$ cat src/rtl/core/assert_macros.svh
// assertion macros of the gain processor rtl, used by the controller
`ifndef ASSERT_MACROS_SVH
`define ASSERT_MACROS_SVH

`ifndef SYNTHESIS

// property checked on every clock edge outside reset
`define SRGP_ASSERT(name, prop) \
  name: assert property (@(posedge clk_i) disable iff (!rst_ni) (prop)) \
    else $error("srgp assertion failed");

// antecedent implies consequent in the same cycle
`define SRGP_ASSERT_IMPL(name, ante, cons) \
  name: assert property (@(posedge clk_i) disable iff (!rst_ni) (ante) |-> (cons)) \
    else $error("srgp assertion failed");

`else

`define SRGP_ASSERT(name, prop)
`define SRGP_ASSERT_IMPL(name, ante, cons)

`endif

`endif

$ cat src/rtl/core/srgp_pkg.sv
// shared types, constants and helper functions of the sample range gain processor
package srgp_pkg;

  localparam int unsigned MaxRangeBitsDef = 24;
  localparam int unsigned GainFracBitsDef = 16;
  localparam int unsigned SampleW         = 16;
  localparam int unsigned ScaleW          = 32;
  localparam int unsigned CfgIdxW         = 2;
  localparam int unsigned CfgDataW        = 3;

  localparam logic signed [15:0] SatPos = 16'sd32767;
  localparam logic signed [15:0] SatNeg = -16'sd32767;

  typedef enum logic [2:0] {
    MODE_DC       = 3'd0,
    MODE_NORM     = 3'd1,
    MODE_ZERO     = 3'd2,
    MODE_FADE_IN  = 3'd3,
    MODE_FADE_OUT = 3'd4,
    MODE_HALF     = 3'd5
  } mode_e;

  typedef enum logic [CfgIdxW-1:0] {
    CFG_MODE   = 2'd0,
    CFG_STEREO = 2'd1
  } cfg_idx_e;

  typedef enum logic [1:0] {
    DIV_MEAN_L = 2'd0,
    DIV_MEAN_R = 2'd1,
    DIV_STEP   = 2'd2,
    DIV_SCALE  = 2'd3
  } div_op_e;

  typedef enum logic [2:0] {
    ST_IDLE      = 3'd0,
    ST_DIV_START = 3'd1,
    ST_DIV_RUN   = 3'd2,
    ST_MUL_L     = 3'd3,
    ST_MUL_R     = 3'd4,
    ST_FINISH    = 3'd5
  } state_e;

  typedef struct packed {
    logic               command;
    logic signed [15:0] left_in;
    logic signed [15:0] right_in;
    logic               last_in;
  } in_item_t;

  typedef struct packed {
    logic signed [15:0] left_out;
    logic signed [15:0] right_out;
    logic               last_out;
    logic               zero_peak;
  } out_item_t;

  typedef struct packed {
    logic    accept;
    logic    div_start;
    div_op_e div_op;
    logic    div_capture;
    logic    derive_done;
    logic    mul_en;
    logic    mul_right;
    logic    fin_left;
    logic    out_load;
  } dp_cmd_t;

  typedef struct packed {
    logic derived_ready;
    logic div_done;
  } dp_sts_t;

  function automatic logic [15:0] abs16(input logic signed [15:0] v);
    return v[15] ? 16'(-v) : 16'(v);
  endfunction

  function automatic logic signed [15:0] sat_sample(input logic signed [17:0] v);
    logic signed [15:0] r;
    if (v > 18'sd32767) begin
      r = SatPos;
    end else if (v < -18'sd32767) begin
      r = SatNeg;
    end else begin
      r = v[15:0];
    end
    return r;
  endfunction

endpackage

$ cat src/rtl/core/srgp_div.sv
// restoring divider, one quotient bit per cycle
module srgp_div #(
  parameter int unsigned DVD_W = 40,
  parameter int unsigned DVS_W = 25
) (
  input  logic             clk_i,
  input  logic             rst_ni,
  input  logic             start_i,
  input  logic [DVD_W-1:0] dividend_i,
  input  logic [DVS_W-1:0] divisor_i,
  output logic             done_o,
  output logic [DVD_W-1:0] quotient_o
);

  localparam int unsigned CntW = $clog2(DVD_W + 1);

  logic [DVD_W-1:0] acc_q, acc_d;
  logic [DVS_W-1:0] rem_q, rem_d;
  logic [DVS_W-1:0] dvs_q;
  logic [CntW-1:0]  cnt_q, cnt_d;
  logic             busy_q, busy_d;
  logic             done_q, done_d;
  logic [DVS_W:0]   trial;
  logic             fits;

  always_comb begin
    trial  = {rem_q, acc_q[DVD_W-1]};
    fits   = trial >= {1'b0, dvs_q};
    acc_d  = acc_q;
    rem_d  = rem_q;
    cnt_d  = cnt_q;
    busy_d = busy_q;
    done_d = 1'b0;
    if (start_i) begin
      acc_d  = dividend_i;
      rem_d  = '0;
      cnt_d  = CntW'(DVD_W);
      busy_d = 1'b1;
    end else if (busy_q) begin
      // dividend bits leave at the top, quotient bits enter at the bottom
      acc_d = {acc_q[DVD_W-2:0], fits};
      rem_d = fits ? DVS_W'(trial - {1'b0, dvs_q}) : trial[DVS_W-1:0];
      cnt_d = cnt_q - CntW'(1);
      if (cnt_q == CntW'(1)) begin
        busy_d = 1'b0;
        done_d = 1'b1;
      end
    end
  end

  always_ff @(posedge clk_i or negedge rst_ni) begin
    if (!rst_ni) begin
      busy_q <= 1'b0;
      done_q <= 1'b0;
      cnt_q  <= '0;
    end else begin
      busy_q <= busy_d;
      done_q <= done_d;
      cnt_q  <= cnt_d;
    end
  end

  always_ff @(posedge clk_i) begin
    acc_q <= acc_d;
    rem_q <= rem_d;
    if (start_i) begin
      dvs_q <= divisor_i;
    end
  end

  assign done_o     = done_q;
  assign quotient_o = acc_q;

endmodule

$ cat src/rtl/core/srgp_dp.sv
// datapath: range statistics, derived gains, shared multiplier and output register
module srgp_dp import srgp_pkg::*; #(
  parameter int unsigned MAX_RANGE_BITS = MaxRangeBitsDef,
  parameter int unsigned GAIN_FRAC_BITS = GainFracBitsDef
) (
  input  logic                clk_i,
  input  logic                rst_ni,
  input  dp_cmd_t             cmd_i,
  output dp_sts_t             sts_o,
  input  in_item_t            in_data_i,
  output out_item_t           out_data_o,
  input  logic                cfg_we_i,
  input  logic [CfgIdxW-1:0]  cfg_index_i,
  input  logic [CfgDataW-1:0] cfg_data_i
);

  localparam int unsigned CntW  = MAX_RANGE_BITS + 1;
  localparam int unsigned SumW  = MAX_RANGE_BITS + SampleW;
  localparam int unsigned GainW = GAIN_FRAC_BITS + 1;
  localparam int unsigned DivW  = (SumW > GAIN_FRAC_BITS + 16) ? SumW : GAIN_FRAC_BITS + 16;
  localparam int unsigned DvsW  = (CntW > SampleW) ? CntW : SampleW;
  localparam int unsigned ProdW = SampleW + ScaleW;

  localparam logic [GainW-1:0] Unity = {1'b1, {GAIN_FRAC_BITS{1'b0}}};

  // configuration
  logic [2:0] mode_q;
  logic       stereo_q;

  // range statistics and derived values
  logic signed [SumW-1:0] sum_l_q, sum_r_q, sum_l_d, sum_r_d, sum_l_base, sum_r_base;
  logic [15:0]            peak_q, peak_d, peak_base;
  logic [CntW-1:0]        cnt_q, cnt_d, cnt_base;
  logic signed [15:0]     mean_l_q, mean_r_q;
  logic [ScaleW-1:0]      scale_q;
  logic [GainW-1:0]       step_q, gain_q;
  logic                   ready_q;
  logic [15:0]            abs_l, abs_r;
  logic                   analyze;

  // per item payload
  logic signed [15:0] smp_l_q, smp_r_q;
  logic               last_q;
  logic [ProdW-1:0]   prod_q, prod_d;
  logic signed [15:0] lres_q;
  out_item_t          out_q;

  // divider
  logic [DivW-1:0]   dvd;
  logic [DvsW-1:0]   dvs;
  logic [SumW-1:0]   mag_l, mag_r;
  logic              div_done;
  logic [DivW-1:0]   quo;
  logic [ScaleW-1:0] scale_sat;
  logic              cnt_zero, peak_zero;

  // multiply and finish
  logic signed [15:0] mul_s, fin_s, fin_mean, fin_v, scaled;
  logic [15:0]        mul_mag, scaled_pos;
  logic [ScaleW-1:0]  gain_sel;
  logic [ProdW-1:0]   shifted;
  logic [14:0]        scaled_mag;
  logic signed [17:0] half_v;
  logic [GainW:0]     gain_sum;

  assign cnt_zero  = (cnt_q == '0);
  assign peak_zero = (peak_q == '0);
  assign analyze   = cmd_i.accept && !in_data_i.command;

  // analyze pass: a new range starts once derived values exist
  always_comb begin
    sum_l_base = ready_q ? '0 : sum_l_q;
    sum_r_base = ready_q ? '0 : sum_r_q;
    peak_base  = ready_q ? '0 : peak_q;
    cnt_base   = ready_q ? '0 : cnt_q;
    abs_l      = abs16(in_data_i.left_in);
    abs_r      = abs16(in_data_i.right_in);
    sum_l_d    = sum_l_base;
    sum_r_d    = sum_r_base;
    peak_d     = peak_base;
    cnt_d      = cnt_base;
    if (!cnt_base[CntW-1]) begin
      sum_l_d = sum_l_base + SumW'(in_data_i.left_in);
      if (abs_l > peak_d) begin
        peak_d = abs_l;
      end
      if (stereo_q) begin
        sum_r_d = sum_r_base + SumW'(in_data_i.right_in);
        if (abs_r > peak_d) begin
          peak_d = abs_r;
        end
      end
      cnt_d = cnt_base + CntW'(1);
    end
  end

  // divider operands
  always_comb begin
    mag_l = sum_l_q[SumW-1] ? SumW'(-sum_l_q) : SumW'(sum_l_q);
    mag_r = sum_r_q[SumW-1] ? SumW'(-sum_r_q) : SumW'(sum_r_q);
    case (cmd_i.div_op)
      DIV_MEAN_L: begin
        dvd = DivW'(mag_l);
        dvs = DvsW'(cnt_q);
      end
      DIV_MEAN_R: begin
        dvd = DivW'(mag_r);
        dvs = DvsW'(cnt_q);
      end
      DIV_STEP: begin
        dvd = DivW'({1'b1, {GAIN_FRAC_BITS{1'b0}}});
        dvs = DvsW'(cnt_q);
      end
      DIV_SCALE: begin
        dvd = DivW'({1'b1, {(GAIN_FRAC_BITS + 15){1'b0}}});
        dvs = DvsW'(peak_q);
      end
      default: begin
        dvd = '0;
        dvs = '0;
      end
    endcase
  end

  srgp_div #(
    .DVD_W(DivW),
    .DVS_W(DvsW)
  ) u_div (
    .clk_i     (clk_i),
    .rst_ni    (rst_ni),
    .start_i   (cmd_i.div_start),
    .dividend_i(dvd),
    .divisor_i (dvs),
    .done_o    (div_done),
    .quotient_o(quo)
  );

  generate
    if (DivW > ScaleW) begin : g_scale_sat
      assign scale_sat = (|quo[DivW-1:ScaleW]) ? '1 : quo[ScaleW-1:0];
    end else begin : g_scale_fit
      assign scale_sat = ScaleW'(quo);
    end
  endgenerate

  // shared multiplier: magnitude times gain
  always_comb begin
    mul_s   = cmd_i.mul_right ? smp_r_q : smp_l_q;
    mul_mag = abs16(mul_s);
    case (mode_q)
      MODE_NORM:     gain_sel = scale_q;
      MODE_FADE_IN:  gain_sel = ScaleW'(gain_q);
      MODE_FADE_OUT: gain_sel = ScaleW'(Unity - gain_q);
      default:       gain_sel = '0;
    endcase
    prod_d = ProdW'(mul_mag) * ProdW'(gain_sel);
  end

  // finish stage: turns the registered product or the sample into a result
  always_comb begin
    fin_s      = cmd_i.fin_left ? smp_l_q : smp_r_q;
    fin_mean   = cmd_i.fin_left ? mean_l_q : mean_r_q;
    shifted    = prod_q >> GAIN_FRAC_BITS;
    scaled_mag = (|shifted[ProdW-1:15]) ? 15'h7fff : shifted[14:0];
    scaled_pos = {1'b0, scaled_mag};
    scaled     = fin_s[15] ? 16'(~scaled_pos + 16'd1) : scaled_pos;
    half_v     = fin_s[15] ? ((18'(fin_s) + 18'sd1) >>> 1) : (18'(fin_s) >>> 1);
    case (mode_q)
      MODE_DC:       fin_v = sat_sample(18'(fin_s) - 18'(fin_mean));
      MODE_NORM:     fin_v = peak_zero ? sat_sample(18'(fin_s)) : scaled;
      MODE_ZERO:     fin_v = '0;
      MODE_FADE_IN:  fin_v = scaled;
      MODE_FADE_OUT: fin_v = scaled;
      MODE_HALF:     fin_v = sat_sample(half_v);
      default:       fin_v = sat_sample(18'(fin_s));
    endcase
    gain_sum = {1'b0, gain_q} + {1'b0, step_q};
  end

  always_ff @(posedge clk_i or negedge rst_ni) begin
    if (!rst_ni) begin
      mode_q   <= MODE_DC;
      stereo_q <= 1'b0;
      sum_l_q  <= '0;
      sum_r_q  <= '0;
      peak_q   <= '0;
      cnt_q    <= '0;
      mean_l_q <= '0;
      mean_r_q <= '0;
      scale_q  <= '0;
      step_q   <= '0;
      gain_q   <= '0;
      ready_q  <= 1'b0;
    end else begin
      if (cfg_we_i) begin
        if (cfg_index_i == CFG_MODE) begin
          mode_q <= cfg_data_i;
        end else if (cfg_index_i == CFG_STEREO) begin
          stereo_q <= cfg_data_i[0];
        end
      end
      if (analyze) begin
        sum_l_q <= sum_l_d;
        sum_r_q <= sum_r_d;
        peak_q  <= peak_d;
        cnt_q   <= cnt_d;
        ready_q <= 1'b0;
      end
      if (cmd_i.div_capture) begin
        case (cmd_i.div_op)
          DIV_MEAN_L: mean_l_q <= cnt_zero ? '0 :
                                  (sum_l_q[SumW-1] ? 16'(~quo[15:0] + 16'd1) : quo[15:0]);
          DIV_MEAN_R: mean_r_q <= cnt_zero ? '0 :
                                  (sum_r_q[SumW-1] ? 16'(~quo[15:0] + 16'd1) : quo[15:0]);
          DIV_STEP:   step_q   <= cnt_zero ? '0 : quo[GainW-1:0];
          DIV_SCALE:  scale_q  <= peak_zero ? '0 : scale_sat;
          default:    ;
        endcase
      end
      if (cmd_i.derive_done) begin
        ready_q <= 1'b1;
        gain_q  <= '0;
      end else if (cmd_i.out_load) begin
        // ramp advances on every process item and restarts after the last one
        if (last_q) begin
          gain_q <= '0;
        end else if (gain_sum > (GainW + 1)'(Unity)) begin
          gain_q <= Unity;
        end else begin
          gain_q <= gain_sum[GainW-1:0];
        end
      end
    end
  end

  always_ff @(posedge clk_i) begin
    if (cmd_i.accept) begin
      smp_l_q <= in_data_i.left_in;
      smp_r_q <= in_data_i.right_in;
      last_q  <= in_data_i.last_in;
    end
    if (cmd_i.mul_en) begin
      prod_q <= prod_d;
    end
    if (cmd_i.fin_left) begin
      lres_q <= fin_v;
    end
    if (cmd_i.out_load) begin
      out_q.left_out  <= lres_q;
      out_q.right_out <= stereo_q ? fin_v : 16'sd0;
      out_q.last_out  <= last_q;
      out_q.zero_peak <= (mode_q == MODE_NORM) && peak_zero;
    end
  end

  assign sts_o.derived_ready = ready_q;
  assign sts_o.div_done      = div_done;
  assign out_data_o          = out_q;

endmodule

$ cat src/rtl/core/srgp_ctrl.sv
// controller: sequences analysis, division, multiply and output load
`include "assert_macros.svh"

module srgp_ctrl import srgp_pkg::*; (
  input  logic    clk_i,
  input  logic    rst_ni,
  input  logic    in_valid_i,
  input  logic    in_process_i,
  output logic    in_ready_o,
  output logic    out_valid_o,
  input  logic    out_ready_i,
  output dp_cmd_t cmd_o,
  input  dp_sts_t sts_i
);

  state_e  state_q, state_d;
  div_op_e op_q, op_d;
  logic    out_valid_q, out_valid_d;
  logic    out_free;
  logic    accept;

  always_comb begin
    cmd_o       = '0;
    state_d     = state_q;
    op_d        = op_q;
    out_free    = !out_valid_q || out_ready_i;
    in_ready_o  = (state_q == ST_IDLE) || ((state_q == ST_FINISH) && out_free);
    accept      = in_valid_i && in_ready_o;
    cmd_o.accept = accept;
    cmd_o.div_op = op_q;
    case (state_q)
      ST_IDLE: begin
        state_d = ST_IDLE;
      end
      ST_DIV_START: begin
        cmd_o.div_start = 1'b1;
        state_d         = ST_DIV_RUN;
      end
      ST_DIV_RUN: begin
        if (sts_i.div_done) begin
          cmd_o.div_capture = 1'b1;
          if (op_q == DIV_SCALE) begin
            cmd_o.derive_done = 1'b1;
            state_d           = ST_MUL_L;
          end else begin
            op_d    = div_op_e'(op_q + 2'd1);
            state_d = ST_DIV_START;
          end
        end
      end
      ST_MUL_L: begin
        cmd_o.mul_en = 1'b1;
        state_d      = ST_MUL_R;
      end
      ST_MUL_R: begin
        // right product goes in while the left result is finished
        cmd_o.mul_en    = 1'b1;
        cmd_o.mul_right = 1'b1;
        cmd_o.fin_left  = 1'b1;
        state_d         = ST_FINISH;
      end
      ST_FINISH: begin
        if (out_free) begin
          cmd_o.out_load = 1'b1;
          state_d        = ST_IDLE;
        end
      end
      default: begin
        state_d = ST_IDLE;
      end
    endcase
    if (accept && in_process_i) begin
      state_d = sts_i.derived_ready ? ST_MUL_L : ST_DIV_START;
      op_d    = DIV_MEAN_L;
    end
    if (cmd_o.out_load) begin
      out_valid_d = 1'b1;
    end else if (out_ready_i) begin
      out_valid_d = 1'b0;
    end else begin
      out_valid_d = out_valid_q;
    end
  end

  always_ff @(posedge clk_i or negedge rst_ni) begin
    if (!rst_ni) begin
      state_q     <= ST_IDLE;
      op_q        <= DIV_MEAN_L;
      out_valid_q <= 1'b0;
    end else begin
      state_q     <= state_d;
      op_q        <= op_d;
      out_valid_q <= out_valid_d;
    end
  end

  assign out_valid_o = out_valid_q;

  `SRGP_ASSERT_IMPL(a_mul_needs_derived, state_q == ST_MUL_L, sts_i.derived_ready)
  `SRGP_ASSERT_IMPL(a_div_done_in_run, sts_i.div_done, state_q == ST_DIV_RUN)
  // finish is entered only from the right multiply or held in place
  `SRGP_ASSERT_IMPL(a_finish_after_mul, state_q == ST_FINISH, $past(state_q) >= ST_MUL_R)

endmodule

$ cat src/rtl/core/sample_range_gain_processor.sv
// top level of the sample range gain processor
// Usage:
// - in channel (in_valid_i / in_ready_o / in_data_i) carries sample items; command 0
//   items feed the analyze pass, command 1 items the process pass
// - an analyze item yields no result
// - a process item yields one result on the out channel (out_valid_o / out_ready_i)
//   after the states MUL_L, MUL_R and FINISH; the next item can be taken as that result
//   is loaded, the shared 16x32 multiplier taking left and right in turn
// - the first process item after an analyze pass first runs four divisions
//   (two means, fade step, normalize scale) on one bit-serial divider
// - config channel (cfg_valid_i / cfg_index_i / cfg_data_i) sets mode and stereo,
//   always ready; write it only while the block is idle
// - reset clears config, range statistics and derived values
// - the output register holds a result while the receiver stalls; the next item
//   is still taken and worked up to its output load, which then waits
module sample_range_gain_processor import srgp_pkg::*; #(
  parameter int unsigned MAX_RANGE_BITS = MaxRangeBitsDef,
  parameter int unsigned GAIN_FRAC_BITS = GainFracBitsDef
) (
  input  logic                clk_i,
  input  logic                rst_ni,
  input  logic                in_valid_i,
  output logic                in_ready_o,
  input  in_item_t            in_data_i,
  output logic                out_valid_o,
  input  logic                out_ready_i,
  output out_item_t           out_data_o,
  input  logic                cfg_valid_i,
  output logic                cfg_ready_o,
  input  logic [CfgIdxW-1:0]  cfg_index_i,
  input  logic [CfgDataW-1:0] cfg_data_i
);

  dp_cmd_t cmd;
  dp_sts_t sts;
  logic    cfg_we;

  assign cfg_ready_o = 1'b1;
  assign cfg_we      = cfg_valid_i && cfg_ready_o;

  srgp_ctrl u_ctrl (
    .clk_i       (clk_i),
    .rst_ni      (rst_ni),
    .in_valid_i  (in_valid_i),
    .in_process_i(in_data_i.command),
    .in_ready_o  (in_ready_o),
    .out_valid_o (out_valid_o),
    .out_ready_i (out_ready_i),
    .cmd_o       (cmd),
    .sts_i       (sts)
  );

  srgp_dp #(
    .MAX_RANGE_BITS(MAX_RANGE_BITS),
    .GAIN_FRAC_BITS(GAIN_FRAC_BITS)
  ) u_dp (
    .clk_i      (clk_i),
    .rst_ni     (rst_ni),
    .cmd_i      (cmd),
    .sts_o      (sts),
    .in_data_i  (in_data_i),
    .out_data_o (out_data_o),
    .cfg_we_i   (cfg_we),
    .cfg_index_i(cfg_index_i),
    .cfg_data_i (cfg_data_i)
  );

endmodule

$ cat config.mk
export PLATFORM = sky130hd
export DESIGN_NAME = sample_range_gain_processor
export DESIGN_NICKNAME = d
export VERILOG_FILES = /design/src/rtl/core/srgp_pkg.sv /design/src/rtl/core/srgp_div.sv /design/src/rtl/core/srgp_dp.sv /design/src/rtl/core/srgp_ctrl.sv /design/src/rtl/core/sample_range_gain_processor.sv
export VERILOG_INCLUDE_DIRS = /design/src /design/src/rtl/core
export SDC_FILE = /design/constraint.sdc
export NUM_CORES = 2
export LEC_CHECK = 0
export BUFFER_PORTS_ARGS = -buffer_cell sky130_fd_sc_hd__buf_2
export CORE_UTILIZATION = 50
export DETAILED_ROUTE_END_ITERATION = 10
export PLACE_DENSITY = 0.76
export SLEW_MARGIN = 20
export SYNTH_ARGS = -nofsm -noshare
export SYNTH_HDL_FRONTEND = slang
export SYNTH_SLANG_ARGS = --single-unit
$ cat constraint.sdc
create_clock -name clk_i -period 18.6 [get_ports clk_i]
set_input_delay 2.79 -clock clk_i [delete_from_list [all_inputs] [get_ports clk_i]]
set_output_delay 2.79 -clock clk_i [all_outputs]
set_load 0.05 [all_outputs]
# [Yosys cells after proc, flatten, opt, wreduce, memory -nomap -nowiden]
# Index checks and enable logic that the tools add are counted.
[totals] output_inout_bits=37 input_bits=44 register_bits=459
[classes] addsub=17 bitwise=3 n_reduce_logical=34 multipliers=1 eq_ne=18 muxes=79 magnitude_cmp=10
[op_table] op="$mux 16" n=24
[op_table] op="$mux 40" n=9
[op_table] op="$pmux 40 s4" n=1
[op_table] op="$pmux 32 s3" n=1
[op_table] op="$mux 17" n=5
[op_table] op="$add 40x16->40" n=2
[op_table] op="$neg 40->40" n=2
[op_table] op="$pmux 16 s5" n=1
[op_table] op="$mux 25" n=3
[op_table] op="$mux 32" n=2
[op_table] op="$pmux 25 s2" n=1
[op_table] op="$mul 16x32->48" n=1
[op_table] op="$neg 16->16" n=3
[op_table] op="$gt 18x16->1 const B" n=2
[op_table] op="$lt 18x16->1 const B" n=2
[op_table] op="$add 16x1->16 const B" n=2
[op_table] op="$gt 16x16->1" n=2
[op_table] op="$ge 26x25->1" n=1
[op_table] op="$add 25x1->25 const B" n=1
[op_table] op="$logic_not 25->1" n=1
[op_table] op="$sub 25x25->25" n=1
[op_table] op="$add 17x17->18" n=1
[op_table] op="$gt 18x17->1 const B" n=1
[op_table] op="$mux 18" n=1
[op_table] op="other kinds (37)" n=92

# [Longest topological paths before layout]
[depth] depth_word=9 mapped_depth=39 mapped_depth_nobuf=37

# [Modules after synthesis]
# A second synthesis with hierarchy kept.
[unflattened] cells_unflattened=5323 area_unflattened_um2=47066.4
[modules_own_cells] mod="srgp_dp" instances=1 area_each_um2=41188.3 seq_area_each_um2=9058.7 cells_per_inst=4785
[modules_own_cells] mod="srgp_div" instances=1 area_each_um2=5401.4 seq_area_each_um2=2652.5 cells_per_inst=484
[modules_own_cells] mod="srgp_ctrl" instances=1 area_each_um2=465.4 seq_area_each_um2=150.1 cells_per_inst=52
[modules_own_cells] mod="sample_range_gain_processor" instances=1 area_each_um2=11.3 seq_area_each_um2=0.0 cells_per_inst=2

# [Worst setup path before layout]
# OpenSTA, ideal clock, no wires.
[synth_path] path_type="reg2reg" start="reg u_dp.gain_q[1]" end="reg u_dp.prod_q[42], data pin" t_required_ps=18338 n_path_buf=0 setup_slack_ps=9238 stages_incl_launch_ff=34 setup_ps=262 t_arrival_ps=9100 period_less_slack_ps=9362 path_cell_list="dfrtp_1 > inv_1 > ha_1 > or3b_1 > or3_1 > or3_1 > or3_1 > or3_1 > or3_1 > or3_1 > nor3_1 > a21oi_1 > o21ai_2 > nand2_1 > fa_1 > inv_1 > fa_1 > fa_1 > fa_1 > fa_1 > inv_1 > fa_1 > inv_1 > ha_1 > or3_1 > a211oi_1 > o21ai_0 > a311oi_1 > a211oi_1 > or3_1 > a21oi_1 > o21a_1 > o21bai_1 > xor2_1"
[synth_via] elab_chain_cells=3
[synth_rtl] element="from (decl)" line_no="srgp_dp.sv:36" source="logic [GainW-1:0] step_q, gain_q;"
[synth_rtl] element="from (signal assigned)" line_no="srgp_dp.sv:228" source="gain_q <= Unity;"
[synth_rtl] element="from (signal assigned)" line_no="srgp_dp.sv:230" source="gain_q <= gain_sum[GainW-1:0];"
[synth_rtl] element="$sub 17x17->18" line_no="srgp_dp.sv:153" source="MODE_FADE_OUT: gain_sel = ScaleW'(Unity - gain_q);"
[synth_rtl] element="$pmux 32 s3 (*)" line_no="srgp_dp.sv:150" source="case (mode_q)"
[synth_rtl] element="$mul 16x32->48 (*)" line_no="srgp_dp.sv:156" source="prod_d = ProdW'(mul_mag) * ProdW'(gain_sel);"
[synth_rtl] element="named net u_dp.prod_d[42]" line_no="srgp_dp.sv:44" source="logic [ProdW-1:0] prod_q, prod_d;"
[synth_rtl] element="to (signal assigned)" line_no="srgp_dp.sv:243" source="prod_q <= prod_d;"
[synth_rtl] element="to (decl)" line_no="srgp_dp.sv:44"
# The timed path passes the listed nets; every way through them passes the cells marked *.
# A chain may end at the register's enable or synchronous reset.

# [Worst setup path after layout]
[layout_path] start="reg u_ctrl.state_q[0]" end="reg u_dp.prod_q[46], data pin"
[layout_via] elab_chain_cells=6
[layout_rtl] element="from (decl)" line_no="srgp_ctrl.sv:16" source="state_e state_q, state_d;"
[layout_rtl] element="from (signal assigned)" line_no="srgp_ctrl.sv:91" source="state_q <= state_d;"
[layout_rtl] element="$eq 3x3->1 (*)" line_no="srgp_ctrl.sv:31" source="case (state_q)"
[layout_rtl] element="$mux 2 (*)" line_no="srgp_ctrl.sv:31"
[layout_rtl] element="$mux 16 (*)" line_no="srgp_dp.sv:148" source="mul_s = cmd_i.mul_right ? smp_r_q : smp_l_q;"
[layout_rtl] element="$neg 16->16" line_no="srgp_pkg.sv:76" source="return v[15] ? 16'(-v) : 16'(v);"
[layout_rtl] element="$mux 16 (*)" line_no="srgp_pkg.sv:76"
[layout_rtl] element="$mul 16x32->48 (*)" line_no="srgp_dp.sv:156"
[layout_rtl] element="named net u_dp.prod_d[46]" line_no="srgp_dp.sv:44"
# Marks and branches as above.

==> impl_metrics.toml <==
[outcome]
status = "finished clean"

[placement]
io_buffers = 79
dp_slack_ns = 7.29
place_congestion = 0.978
dp.cells = 6413
dpl.hpwl_um = 103000

[setup_path]
crit_required_ns = 18.97
crit_top_cell = "fa_1"
critical_path_class = "flip-flop to flip-flop"
worstSetupEndpointType = "flip-flop"
slowest_stage = "or3b_2"
startpoint_type = "flip-flop"
critPathMaxFanout = 65
critical-path-max-stage-delay_ns = 0.81
worstPathArrival_ns = 11.88

[timing]
rsz0062_at_grt = "no"
fin_crit_ns = 11.52
worst_slack_ns = 7.08
fin_worst_skew_ns = 0.0191
slew-limit-headroom_pct = 15.9
setup_viol = 0
hold_viol_final = 0
post-route-period-util_pct = 61.9
clock.fmax_ghz = 0.0868
tns_ns = 0
slew_violations = 0
worstMarginPinSlew_ns = 1.25

[final_layout]
utilization_pct = 54.2
nets = 6050
layoutNonFillerInstCount = 6507
syn_to_final_growth_pct = 7.47
drive_above_1_share_pct = 6.26

[routing]
vias = 39194
drt_first_pass_iters = 6
via_per_inst = 6.02
drt_iter0_markers = 4057
wl_per_cell_um = 20.9
drc = 0
ant_nets = 0
drt-total-wl_um = 136000

[yosys]
synthCells = 5311
yosysSeqAreaShare_pct = 25.6
synth_warnings = 0
synth_nets = 6082
avgSynthCellArea_um2 = 8.71
synth_ff_type = "dfrtp_1"
syn_area_um2 = 46300
synth_cell_type_count = 85
async_flop_share_pct = 53.7
synth-seq-cells = 443
synth-edff-count = 180

[min_path]
worstHoldPathType = "flip-flop to flip-flop"

[clocking]
numCtsBuffers = 50
post_cts_buffers = 0
h-tree-depth = 2
cts_tree = "built"
cts_sinks = 443
cts_root_buffer = "clkbuf_16"
cts_hold_buf = 0
clkTransAtPathRegs_ns = 0.06
clk_latency_ns = 0.63
ctsLongestPathBuffers = 3
post_cts_resized = 0

[floorplan]
die_w_um = 306
rows = 111
io_pins = 81
core_area_um2 = 91700
die_h_um = 306
start_util_pct = 50.5
dieArea_um2 = 93800

[global_routing]
grt_pass1_wl_um = 215000
grt_pass1_vias = 38358
antenna_found_initial = 5
grt_max_degree = 97
grt_usage_pct = 29.1
grt.overflow.total = 0

[pwr]
power.density_nw_per_um2 = 124
leakagePower_nw = 22.6
ir_drop_uv = 95.7

[flow_run]
cap_violations = 0
==> synth_stat cells (103+ instances only) <==
library cell / number / share of area [%]
ha_1: 305 / 8.2
dfrtp_1: 238 / 13
a21oi_1: 227 / 2.5
edfxtp_1: 180 / 12
xnor2_1: 205 / 3.9
inv_1: 582 / 4.7
xor2_1: 116 / 2.2
o21ai_0: 367 / 4.0
nor2_1: 449 / 3.6
fa_1: 422 / 18
nor2b_1: 127 / 1.7
nand2_1: 746 / 6.1
clkbuf_1: 209 / 1.7
a21o_1: 103 / 1.7
==> registers in the layout, summed over array words and instances, names as in the netlist, 3 cells and up <==
| name | count |
|---|---|
| u_dp.sum_l_q | 40 |
| u_dp.sum_r_q | 40 |
| u_dp.u_div.quotient_o | 40 |
| u_dp.out_data_o | 34 |
| u_dp.prod_q | 32 |
| u_dp.scale_q | 32 |
| u_dp.cnt_q | 25 |
| u_dp.u_div.dvs_q | 25 |
| u_dp.u_div.rem_q | 25 |
| u_dp.gain_q | 17 |
| u_dp.step_q | 17 |
| u_dp.lres_q | 16 |
| u_dp.mean_l_q | 16 |
| u_dp.mean_r_q | 16 |
| u_dp.peak_q | 16 |
| u_dp.smp_l_q | 16 |
| u_dp.smp_r_q | 16 |
| u_dp.u_div.cnt_q | 6 |
| u_ctrl.state_q | 3 |
| u_dp.mode_q | 3 |
==> critical path: cells and delay by family (launching register included) <==
family | cells | cell delay (ns)
AND/OR/NAND/NOR | 6 | 3.07
buffers and inverters | 4 | 0.95
multiplexers | 1 | 0.61
AO/OA/AOI/OAI | 11 | 2.67
adder cells (fa/ha/maj) | 7 | 3.40
flip-flops | 1 | 0.44
XOR/XNOR | 1 | 0.09
==> layout make-up <==
| cell class | count | area, um2 |
|---|---|---|
| clock inverters | 33 | 350 |
| fillers | 8275 | 41900 |
| well taps | 1186 | 1480 |
| inverters | 583 | 2190 |
| clock buffers | 60 | 1360 |
| multi-input cells | 4051 | 31500 |
| repair buffers | 150 | 953 |
| flip-flops and latches | 443 | 11900 |
| diodes | 1 | 2.50 |
==> metal layers <==
layer  global-route usage, %  share of wire (%)  up-vias
met3                    4.79                9.0      400
met5                       0              0.018        -
met1                    38.9                 40    19136
met4                    14.5                5.7        4
met2                    45.9                 45     1812
li1                        -                  -    17842
==> through the flow <==
stage,area [um2],power [W],hold slack [ns]
after floorplan,46300,0.00402,0.400
after global placement,48000,0.00494,0.401
after detailed placement,48000,0.00504,0.405
after CTS,49700,0.00612,0.418
after global routing,49700,0.00658,0.423
final,49700,0.00618,0.417
==> layout by cell type (no fill, tap or decap), types with 21 or more instances in the layout <==
| master | n |
|---|---|
| o21ai_0 | 367 |
| fa_1 | 422 |
| a21o_1 | 103 |
| inv_1 | 581 |
| nor2_1 | 448 |
| clkbuf_16 | 52 |
| nor3_1 | 66 |
| nand3_1 | 70 |
| or4_1 | 22 |
| a21oi_1 | 226 |
| edfxtp_1 | 180 |
| a211oi_1 | 41 |
| xor2_1 | 108 |
| nand4_1 | 41 |
| a31oi_1 | 23 |
| buf_4 | 69 |
| nor2b_1 | 126 |
| nand2b_1 | 47 |
| o21a_1 | 52 |
| o31ai_1 | 57 |
| or3_1 | 54 |
| nand2_1 | 743 |
| dfxtp_1 | 25 |
| ha_1 | 305 |
| nor4_1 | 31 |
| or2_2 | 24 |
| and2_1 | 43 |
| mux2i_1 | 70 |
| a221oi_1 | 39 |
| and3_1 | 21 |
| o21bai_1 | 21 |
| buf_2 | 78 |
| xnor2_1 | 200 |
| dfrtp_1 | 237 |
| mux2_2 | 26 |
==> final timing paths <==
| check | end | slack (ns) | cells past startpoint | startpoint |
|---|---|---|---|---|
| max | u_dp.prod_q[46]$_DFFE_PP_ | 7.08 | 30 | u_ctrl.state_q[0]$_DFFE_PN0P_ |
| min | u_dp.out_data_o[26]$_DFFE_PP_ | 0.42 | 0 | u_dp.lres_q[8]$_DFFE_PP_ |
| min in group asynchronous | u_dp.cnt_q[18]$_DFFE_PN0P_ | 2.15 | 1 | rst_ni |
| max reg2reg | u_dp.prod_q[46]$_DFFE_PP_ | 7.08 | 30 | u_ctrl.state_q[0]$_DFFE_PN0P_ |
| max in group asynchronous | u_dp.sum_r_q[9]$_DFFE_PN0P_ | 14.84 | 2 | rst_ni |
| min reg2reg | u_dp.out_data_o[26]$_DFFE_PP_ | 0.42 | 0 | u_dp.lres_q[8]$_DFFE_PP_ |
==> power by group <==
part           internal, W  switching [W]  total [W]
logic              0.00127        0.00212    0.00340
clock network     0.000607       0.000442    0.00105
registers          0.00137       0.000365    0.00173
==> cells by family (layout without fill, tap and decap cells) <==
logic type / Yosys count / count (layout) / share of synthesized area, %
AO/OA/AOI/OAI: 1118 / 1118 / 15.3
adder cells (fa/ha/maj): 727 / 727 / 26.5
AND/OR/NAND/NOR: 1788 / 1788 / 17.7
other: 1 / 2 / 0.00810
buffers and inverters: 817 / 826 / 6.64
flip-flops: 443 / 443 / 25.6
XOR/XNOR: 321 / 321 / 6.08
multiplexers: 96 / 96 / 2.15
Note: power is estimated with default switching activity, not from simulation.
